**src/hw/rtl/mtf_pkg.sv**
```systemverilog
package mtf_pkg;

    localparam int VALUE_W   = 8;
    localparam int ALPHA_W   = 9;
    localparam int CFG_IDX_W = 1;

    // configuration register indexes
    localparam logic [CFG_IDX_W-1:0] CFG_MODE  = 1'b0;
    localparam logic [CFG_IDX_W-1:0] CFG_ALPHA = 1'b1;

    // mode register codes
    localparam logic MODE_ENCODE = 1'b0;
    localparam logic MODE_DECODE = 1'b1;

    localparam logic [ALPHA_W-1:0] ALPHA_RESET = 9'd256;

    typedef logic [VALUE_W-1:0] t_value;

    // controller to datapath
    typedef struct packed {
        logic accept;
        logic lookup;
        logic grab;
        logic first;
        logic walk;
        logic load_out;
    } t_dp_cmd;

    // datapath to controller
    typedef struct packed {
        logic in_err;
        logic decode;
        logic match;
        logic out_free;
    } t_dp_stat;

endpackage

```
**src/hw/rtl/mtf_ram.sv**
```systemverilog
module mtf_ram #(
    parameter int WIDTH = 8,
    parameter int DEPTH = 256
) (
    input  logic                                 i_clk,
    input  logic                                 i_we,
    input  logic [((DEPTH > 1) ? $clog2(DEPTH) : 1)-1:0] i_waddr,
    input  logic [WIDTH-1:0]                     i_wdata,
    input  logic [((DEPTH > 1) ? $clog2(DEPTH) : 1)-1:0] i_raddr,
    output logic [WIDTH-1:0]                     o_rdata
);

    logic [WIDTH-1:0] r_mem [DEPTH];
    logic [WIDTH-1:0] r_rdata;

    always_ff @(posedge i_clk) begin
        if (i_we) begin
            r_mem[i_waddr] <= i_wdata;
        end
        r_rdata <= r_mem[i_raddr];
    end

    assign o_rdata = r_rdata;

endmodule

```
**src/hw/rtl/mtf_ctrl.sv**
```systemverilog
module mtf_ctrl (
    input  logic              i_clk,
    input  logic              i_rst_n,
    input  logic              i_in_valid,
    output logic              o_in_ready,
    input  mtf_pkg::t_dp_stat i_stat,
    output mtf_pkg::t_dp_cmd  o_cmd
);

    localparam logic [2:0] ST_IDLE  = 3'd0;
    localparam logic [2:0] ST_LOOK  = 3'd1;
    localparam logic [2:0] ST_GRAB  = 3'd2;
    localparam logic [2:0] ST_FIRST = 3'd3;
    localparam logic [2:0] ST_WALK  = 3'd4;
    localparam logic [2:0] ST_HOLD  = 3'd5;

    logic [2:0] r_state;
    logic [2:0] n_state;

    assign o_in_ready = (r_state == ST_IDLE);

    always_comb begin
        n_state = r_state;
        o_cmd   = '0;
        unique case (r_state)
            ST_IDLE: begin
                if (i_in_valid) begin
                    o_cmd.accept = 1'b1;
                    priority if (i_stat.in_err) begin
                        n_state = ST_HOLD;
                    end else if (i_stat.decode) begin
                        n_state = ST_LOOK;
                    end else begin
                        n_state = ST_FIRST;
                    end
                end
            end
            ST_LOOK: begin
                o_cmd.lookup = 1'b1;
                n_state      = ST_GRAB;
            end
            ST_GRAB: begin
                o_cmd.grab  = 1'b1;
                o_cmd.first = 1'b1;
                n_state     = ST_WALK;
            end
            ST_FIRST: begin
                o_cmd.first = 1'b1;
                n_state     = ST_WALK;
            end
            ST_WALK: begin
                o_cmd.walk = 1'b1;
                if (i_stat.match) begin
                    n_state = ST_HOLD;
                end
            end
            ST_HOLD: begin
                if (i_stat.out_free) begin
                    o_cmd.load_out = 1'b1;
                    n_state        = ST_IDLE;
                end
            end
            default: begin
                n_state = ST_IDLE;
            end
        endcase
    end

    always_ff @(posedge i_clk) begin
        if (!i_rst_n) begin
            r_state <= ST_IDLE;
        end else begin
            r_state <= n_state;
        end
    end

endmodule

```
**src/hw/rtl/mtf_datapath.sv**
```systemverilog
module mtf_datapath #(
    parameter int SYMBOLS = 256
) (
    input  logic                                i_clk,
    input  logic                                i_rst_n,
    input  mtf_pkg::t_dp_cmd                    i_cmd,
    output mtf_pkg::t_dp_stat                   o_stat,
    input  logic                                i_cfg_valid,
    input  logic [mtf_pkg::CFG_IDX_W-1:0]       i_cfg_index,
    input  logic [mtf_pkg::ALPHA_W-1:0]         i_cfg_data,
    input  mtf_pkg::t_value                     i_value,
    input  logic                                i_block_start,
    input  logic                                i_out_ready,
    output logic                                o_out_valid,
    output mtf_pkg::t_value                     o_out_value,
    output logic                                o_out_err
);

    localparam int AW = (SYMBOLS > 1) ? $clog2(SYMBOLS) : 1;
    localparam logic [mtf_pkg::ALPHA_W-1:0] LIMIT_MAX = mtf_pkg::ALPHA_W'(SYMBOLS);

    logic                          r_mode;
    logic [mtf_pkg::ALPHA_W-1:0]   r_alpha;
    logic [SYMBOLS-1:0]            r_valid;
    logic                          r_out_valid;

    mtf_pkg::t_value r_value;
    mtf_pkg::t_value r_target;
    mtf_pkg::t_value r_carry;
    mtf_pkg::t_value r_result;
    logic            r_err;
    mtf_pkg::t_value r_out_value;
    logic            r_out_err;
    logic [AW-1:0]   r_rd_idx;
    logic            r_rd_vld;

    logic [mtf_pkg::ALPHA_W-1:0] limit;
    logic                        in_err;
    logic [AW-1:0]               rd_addr;
    mtf_pkg::t_value             ram_rdata;
    mtf_pkg::t_value             rd_eff;
    logic                        match;

    always_comb begin
        limit  = (r_alpha < LIMIT_MAX) ? r_alpha : LIMIT_MAX;
        in_err = ({1'b0, i_value} >= limit);
    end

    always_comb begin
        priority if (i_cmd.lookup) begin
            rd_addr = r_value[AW-1:0];
        end else if (i_cmd.walk) begin
            rd_addr = AW'(r_rd_idx + 1'b1);
        end else begin
            rd_addr = '0;
        end
    end

    // an entry never written since the last block start reads as its own index
    assign rd_eff = r_rd_vld ? ram_rdata : mtf_pkg::VALUE_W'(r_rd_idx);
    assign match  = (rd_eff == r_target);

    mtf_ram #(
        .WIDTH (mtf_pkg::VALUE_W),
        .DEPTH (SYMBOLS)
    ) u_list (
        .i_clk   (i_clk),
        .i_we    (i_cmd.walk),
        .i_waddr (r_rd_idx),
        .i_wdata (r_carry),
        .i_raddr (rd_addr),
        .o_rdata (ram_rdata)
    );

    always_ff @(posedge i_clk) begin
        if (!i_rst_n) begin
            r_mode      <= mtf_pkg::MODE_ENCODE;
            r_alpha     <= mtf_pkg::ALPHA_RESET;
            r_valid     <= '0;
            r_out_valid <= 1'b0;
        end else begin
            if (i_cfg_valid) begin
                unique case (i_cfg_index)
                    mtf_pkg::CFG_MODE:  r_mode  <= i_cfg_data[0];
                    mtf_pkg::CFG_ALPHA: r_alpha <= i_cfg_data;
                    default: ;
                endcase
            end
            if (i_cmd.accept && i_block_start) begin
                r_valid <= '0;
            end else if (i_cmd.walk) begin
                r_valid[r_rd_idx] <= 1'b1;
            end
            if (i_cmd.load_out) begin
                r_out_valid <= 1'b1;
            end else if (i_out_ready) begin
                r_out_valid <= 1'b0;
            end
        end
    end

    always_ff @(posedge i_clk) begin
        r_rd_idx <= rd_addr;
        r_rd_vld <= r_valid[rd_addr];
        if (i_cmd.accept) begin
            r_value  <= i_value;
            r_target <= i_value;
            r_carry  <= i_value;
            r_result <= '0;
            r_err    <= in_err;
        end
        if (i_cmd.grab) begin
            r_target <= rd_eff;
            r_carry  <= rd_eff;
        end
        if (i_cmd.walk) begin
            r_carry <= rd_eff;
            if (match) begin
                r_result <= (r_mode == mtf_pkg::MODE_DECODE) ? r_target
                                                             : mtf_pkg::VALUE_W'(r_rd_idx);
            end
        end
        if (i_cmd.load_out) begin
            r_out_value <= r_result;
            r_out_err   <= r_err;
        end
    end

    assign o_stat.in_err   = in_err;
    assign o_stat.decode   = (r_mode == mtf_pkg::MODE_DECODE);
    assign o_stat.match    = match;
    assign o_stat.out_free = !r_out_valid || i_out_ready;

    assign o_out_valid = r_out_valid;
    assign o_out_value = r_out_value;
    assign o_out_err   = r_out_err;

endmodule

```
**src/hw/rtl/move_to_front_codec.sv**
```systemverilog
// Move-to-front codec. One list of SYMBOLS symbols lives in a single-port-write RAM and starts
// as the identity; in encode mode (mode register 0) each item's symbol gives its position in the
// list, in decode mode (mode register 1) each item's position gives the symbol held there, and
// in both modes that symbol then moves to the front. A set block_start flag (tuser) returns the
// list to the identity before its item, through a bank of per-entry valid bits.
// An input not below min(alphabet limit register, SYMBOLS) returns value 0 with range_error set
// and leaves the list alone but for that block_start reset. Items are handled one at a time:
// the list is walked from the front, one entry per cycle, rewriting each entry through the RAM
// write port. The output register frees the next input while a result still waits to be taken.
// No clearing pass is needed after reset.
// Configuration writes are taken in any cycle and must be made while the block is idle.
module move_to_front_codec #(
    parameter int SYMBOLS = 256
) (
    input  logic                          i_clk,
    input  logic                          i_rst_n,
    // input items
    input  logic                          s_axis_tvalid,
    output logic                          s_axis_tready,
    input  logic [7:0]                    s_axis_tdata,   // [7:0] value_in
    input  logic                          s_axis_tuser,   // [0] block_start
    // result items
    output logic                          m_axis_tvalid,
    input  logic                          m_axis_tready,
    output logic [7:0]                    m_axis_tdata,   // [7:0] value_out
    output logic                          m_axis_tuser,   // [0] range_error
    // configuration writes: index 0 mode, index 1 alphabet limit
    input  logic                          i_cfg_valid,
    output logic                          o_cfg_ready,
    input  logic [mtf_pkg::CFG_IDX_W-1:0] i_cfg_index,
    input  logic [mtf_pkg::ALPHA_W-1:0]   i_cfg_data
);

    mtf_pkg::t_dp_cmd  cmd;
    mtf_pkg::t_dp_stat stat;

    // registers are always writable
    assign o_cfg_ready = 1'b1;

    // sequencer: accept, optional lookup of the decode position, list walk, result hand-off
    mtf_ctrl u_ctrl (
        .i_clk      (i_clk),
        .i_rst_n    (i_rst_n),
        .i_in_valid (s_axis_tvalid),
        .o_in_ready (s_axis_tready),
        .i_stat     (stat),
        .o_cmd      (cmd)
    );

    // list RAM, valid bits, configuration registers and output register
    mtf_datapath #(
        .SYMBOLS (SYMBOLS)
    ) u_dp (
        .i_clk         (i_clk),
        .i_rst_n       (i_rst_n),
        .i_cmd         (cmd),
        .o_stat        (stat),
        .i_cfg_valid   (i_cfg_valid),
        .i_cfg_index   (i_cfg_index),
        .i_cfg_data    (i_cfg_data),
        .i_value       (s_axis_tdata),
        .i_block_start (s_axis_tuser),
        .i_out_ready   (m_axis_tready),
        .o_out_valid   (m_axis_tvalid),
        .o_out_value   (m_axis_tdata),
        .o_out_err     (m_axis_tuser)
    );

endmodule

```
**config.mk**
```make
export PLATFORM = sky130hd
export DESIGN_NAME = move_to_front_codec
export DESIGN_NICKNAME = d
export VERILOG_FILES = /design/src/hw/rtl/mtf_pkg.sv /design/src/hw/rtl/mtf_ram.sv /design/src/hw/rtl/mtf_ctrl.sv /design/src/hw/rtl/mtf_datapath.sv /design/src/hw/rtl/move_to_front_codec.sv
export SDC_FILE = /design/constraint.sdc
export NUM_CORES = 2
export LEC_CHECK = 0
export ABC_AREA = 1
export BUFFER_PORTS_ARGS = -buffer_cell sky130_fd_sc_hd__buf_2
export CAP_MARGIN = 20
export CELL_PAD_IN_SITES_DETAIL_PLACEMENT = 0
export CELL_PAD_IN_SITES_GLOBAL_PLACEMENT = 1
export CORE_MARGIN = 2
export CORE_UTILIZATION = 51
export CTS_CLUSTER_DIAMETER = 100
export DETAILED_ROUTE_END_ITERATION = 7
export PLACE_DENSITY_LB_ADDON = 0.12
export RECOVER_POWER = 100
export SETUP_SLACK_MARGIN = 0.1
export SLEW_MARGIN = 10
export SYNTH_ARGS = -nofsm -noshare
export SYNTH_HDL_FRONTEND = slang
export SYNTH_HIERARCHICAL = 1
export SYNTH_SLANG_ARGS = --single-unit
```
**constraint.sdc**
```tcl
create_clock -name i_clk -period 4.99 [get_ports i_clk]
set_clock_uncertainty 0.05 [all_clocks]
set_input_delay 0.2495 -clock i_clk [delete_from_list [all_inputs] [get_ports i_clk]]
set_output_delay 0.2495 -clock i_clk [all_outputs]
set_load 0.02 [all_outputs]
```
# Yosys cells after proc, flatten, opt, wreduce, memory -nomap -nowiden
# Memory sizes are Yosys's and may differ from the RTL's. A register that Yosys moved wholly into a read port is not among the register bits.
# Cells that the tools add are included.
dict set report op_classes {
  order_cmp 5
  n_bitwise 3
  mux 32
  n_reduce_logical 13
  add_sub_neg 1
  n_eq_ne 9
}
# cell n
set ops {}
lappend ops {{$or A256 B256 Y256} 1}
lappend ops {{$mux W8} 10}
lappend ops {{$lt A8 B9 Y1 const B} 2}
lappend ops {{$pmux W3 S5} 1}
lappend ops {{$mux W1} 13}
lappend ops {{$mux W3} 4}
lappend ops {{$ge A8 B9 Y1} 1}
lappend ops {{$lt A9 B9 Y1 const B} 1}
lappend ops {{$mux W9} 1}
lappend ops {{$add A8 B1 Y8 const B} 1}
lappend ops {{$bmux W1 S8} 1}
lappend ops {{$demux W1 S8} 1}
lappend ops {{$eq A8 B8 Y1} 1}
lappend ops {{$ge A8 B1 Y1 const B} 1}
lappend ops {{$eq A3 B2 Y1 const B} 2}
lappend ops {{$eq A3 B3 Y1 const B} 2}
lappend ops {{$ne A2 B2 Y1 const B} 2}
lappend ops {{$reduce_and A2 Y1} 2}
lappend ops {{$reduce_bool A2 Y1} 2}
lappend ops {{$reduce_or A2 Y1} 2}
lappend ops {{$eq A3 B1 Y1 const B} 1}
lappend ops {{$logic_not A3 Y1} 1}
lappend ops {{$reduce_and A3 Y1} 1}
lappend ops {{$reduce_bool A3 Y1} 1}
lappend ops {{other kinds (6)} 8}
dict set report totals {
  word_cells 78
  ramBits 2048
  memories 1
  inputBits 24
  output_inout_bits 12
  ff_bits 321
}
# name depth word_bits read_ports rd_clocked_by_memory_dff write_ports line_no
set mem_list {}
lappend mem_list {u_dp.u_list.r_mem 256 8 1 1 1 mtf_ram.sv:13} ;# logic [WIDTH-1:0] r_mem [DEPTH];

# Logic depth before layout (Yosys ltp)
dict set report depth {
  depth_word 6
  ltp_mapped 25
  ltp_nobuf 17
}

# By module
# Netlist, hierarchy kept.
# mod area_per_inst_um2 cells_each seq_area_each_um2 n_inst
set by_module_without_submodules {}
lappend by_module_without_submodules {mtf_ram 83396.2 7003 61659.1 1}
lappend by_module_without_submodules {mtf_datapath 14285.0 2008 6706.4 1}
lappend by_module_without_submodules {mtf_ctrl 246.5 37 60.1 1}
lappend by_module_without_submodules {move_to_front_codec 11.3 2 0.0 1}

# Worst setup path after synthesis
# OpenSTA, ideal clock, no wires.
dict set report synth_path {
  kind {register to register}
  startpoint {register u_dp.r_carry[0]}
  endpoint {memory u_dp.u_list.r_mem[0][0] (data pin)}
  path_stages_with_launch 1
  t_required_ns 4.123
  period_less_slack_ns 4.096
  setup_slack_ns 0.894
  arrival_time_ns 3.228
  setup_ns 0.817
  path_buffers 0
  path_cell_list {edfxtp_1}
}
# element line_no
set synth_rtl {}
lappend synth_rtl {{start, declared} mtf_datapath.sv:29} ;# mtf_pkg::t_value r_carry;
lappend synth_rtl {{start signal, assigned} mtf_datapath.sv:108} ;# r_carry <= i_value;
lappend synth_rtl {{start signal, assigned} mtf_datapath.sv:114} ;# r_carry <= rd_eff;
lappend synth_rtl {{start signal, assigned} mtf_datapath.sv:117} ;# r_carry <= rd_eff;
lappend synth_rtl {{end, declared} mtf_ram.sv:13}
# Straight into the memory's write port.

==> metrics <==
final global-route overflow total 0; Clk Latency, worst-skew pair 880 ps; startpoint of the worst register-to-register path u_ctrl/r_state[2]; max-slew violation total from the final report roughly 2200; number of standard cells in the final layout excluding fillers 11600; Layout Utilization between 50% and 60%; relative slew slack -208%; worst reg-to-reg setup slack ~280 ps; critical path class reg2reg; Static Leakage about 37 nW; iteration-0 DRC count of the detailed router slightly below 8000; part of the total power dissipated in combinational logic approximately a third; Vert. Die Dim 442 microns; cell-internal power 39.7 mW; Synth Area per Inst 10.8 sq um; Worst Slack Setup Final approximately 280 ps; number of instances in the synthesized netlist roughly 9000; maximum number of pins on one net before global-route repair roughly 190; post-synthesis net count a little over 9000; Most flops, register u_dp/u_list/r_mem; fmax between 200 and 250 MHz; number of failing setup endpoints in the final timing report 0; fill count ~16000; crit path capture type flip-flop; setup TNS after final layout 0 ps; Clock Tree Root sky130_fd_sc_hd__clkbuf_16; DR vias/cell 5.81; terminus of the critical flop-to-flop path u_dp/u_list/o_rdata[1]; number of antenna violations at the first check in global routing 13; estimated wirelength of the detail-placed design between 150 and 200 mm; number of buffer cells added on primary ports 34; layout overhead on the synthesized area 10.0%; number of synthesis warnings 6; data arrival time of the critical path around 5500 ps; area of the placeable core roughly 0.19 sq mm; Max IR drop VDD 0.719 mV; startpoint of the worst hold path s_axis_tdata[7]; number of hold violations in the final report 0; post-layout total power 63.8 mW; worst setup slack before clock tree synthesis about 440 ps; Critical Path Stages 19; RSZ-0062 raised after global routing false; fraction of final layout cells with drive strength greater than 1 5.50%; slowest stage cell on the critical path sky130_fd_sc_hd__inv_16; count of standard-cell rows between 150 and 200; transition time at the pin with the least slew margin between 4000 and 5000 ps; nature of the critical path startpoint flip-flop; clk sink count roughly 2400; sequence of cells on the critical path inv_1 -> nand3_1 -> inv_1 -> inv_2 -> nand3_4 -> nand2_8 -> inv_16 -> buf_12 -> buf_4 -> nand2_1 -> nand3_1 -> nand3_1 -> nand3_1 -> nand3_1 -> nand3_1 -> nand3_1 -> nand2_1 -> nand2_1 -> nand2_1; power density over cell area 592 mW/mm^2; Routed WL per cell 24.2 microns; worst reg-to-reg path cell count 19; clock-pin slew on the worst setup and hold paths 60 ps; result of the run finished, violations left; required time of the critical path around 5800 ps; post-CTS repair timing setup buffer count 0; Sw Share ~38%; capture endpoint of the worst hold path u_dp/r_value[7]; combined buffer and inverter count along the critical path 6; number of instances in the placed design around 11000; clock network fraction of design power 27.2%; cell type with the highest occurrence count on the critical path sky130_fd_sc_hd__nand3_1; first-pass detailed-route iteration total 6; number of buffers on the longest clock path 3; Min-Delay Path Class in2reg; synthesized area approximately 0.1 sq mm; net switching component of the power around 24 mW; cell family contributing the most delay on the critical path simple AND/OR/NAND/NOR gates; Max Cap Viol 41; overall global routing resource usage 28.4%; global-route wire length before repair approximately 420 mm; IO Count 36; cell count of the worst hold path 2; placed standard-cell area about 0.1 sq mm; number of buffers inserted for hold repair after clock tree synthesis 41; maximum level of the CTS H-tree 4; Resize count post-CTS 0; number of buffers inserted during clock tree synthesis 240; minimum hold slack 241 ps; via count of the first global-routing pass between 60000 and 70000; final worst path period need 4710 ps; RD Place Congestion 0.860; final net count around 9000; width of the die 442 microns; number of routed nets with antenna violations 0; fraction of power consumed by sequential logic about two fifths; biggest registers after layout u_dp/u_list/r_mem x2048, u_dp/r_valid x256, u_dp/r_alpha x9; area of the die between 0.15 and 0.2 sq mm; number of flip-flops under the largest register name approximately 2000; violations in the final reports max-capacitance violations, max-slew violations; final cell area excluding filler cells 0.108 sq mm; detailed-route DRC error count 0; total number of vias between 60000 and 70000; Crit Path Max Fanout between 100 and 150; crit share post-route roughly 94%; clock tree from TritonCTS done; worst stage delay on the critical path 490 ps; sum of routed wire length over all layers 282 mm; starting density of the core 51.4%
==> cell type report <==
cell class | count | area (sq um) | area share [%]
sequential | 2377 | 68400 | 63.5
inverter | 335 | 1290 | 1.20
timing repair buffer | 248 | 2170 | 2.02
clock inverter | 120 | 1120 | 1.04
tap | 2511 | 3140 | 2.92
multi-input combinational | 5728 | 25200 | 23.4
clock buffer | 318 | 6400 | 5.94
antenna | 4 | 10.0 | 0.00929
==> cell usage in the layout, fill, tap and decap left out, types with 45 or more instances in the layout <==
cell type and n:
sky130_fd_sc_hd__a21oi_1 266, sky130_fd_sc_hd__buf_4 76, sky130_fd_sc_hd__clkbuf_1 128, sky130_fd_sc_hd__clkbuf_16 241
sky130_fd_sc_hd__clkinv_1 45, sky130_fd_sc_hd__dfxtp_1 295, sky130_fd_sc_hd__edfxtp_1 2082, sky130_fd_sc_hd__inv_1 324
sky130_fd_sc_hd__nand2_1 2681, sky130_fd_sc_hd__nand3_1 2290, sky130_fd_sc_hd__nor2_1 369, sky130_fd_sc_hd__o21ai_0 46
==> power by group through the flow <==
stage,combinational (mW),clock (mW),sequential (mW)
2_1_floorplan,12.3,0,26.8
3_5_place_dp,21.2,0,25.2
6_report,21.1,17.3,25.3
3_3_place_gp,21.1,0,25.2
4_1_cts,21.3,17.6,24.8
5_1_grt,23.1,18.4,25.4
==> worst max-delay path by stage <==
stage                            startpoint                       to  slack [ps]
after global placement    u_ctrl/r_state[2]   u_dp/u_list/o_rdata[1]         450
after CTS                 u_ctrl/r_state[2]   u_dp/u_list/o_rdata[2]         400
after detailed placement  u_ctrl/r_state[2]   u_dp/u_list/o_rdata[2]         440
final                     u_ctrl/r_state[2]   u_dp/u_list/o_rdata[1]         280
after floorplan             u_dp/r_carry[0]  u_dp/u_list/r_mem[0][0]         890
after global routing      u_ctrl/r_state[2]   u_dp/u_list/o_rdata[1]         100
==> metal layers <==
layer	track usage [%]	share of wire, %	vias to the layer above
met1	41.0	43	33300
met5	0	0.016	-
met2	44.6	46	2800
met4	8.83	3.0	6
li1	-	-	31100
met3	4.11	7.9	448
No activity file was read; power rests on OpenSTA's default activity.
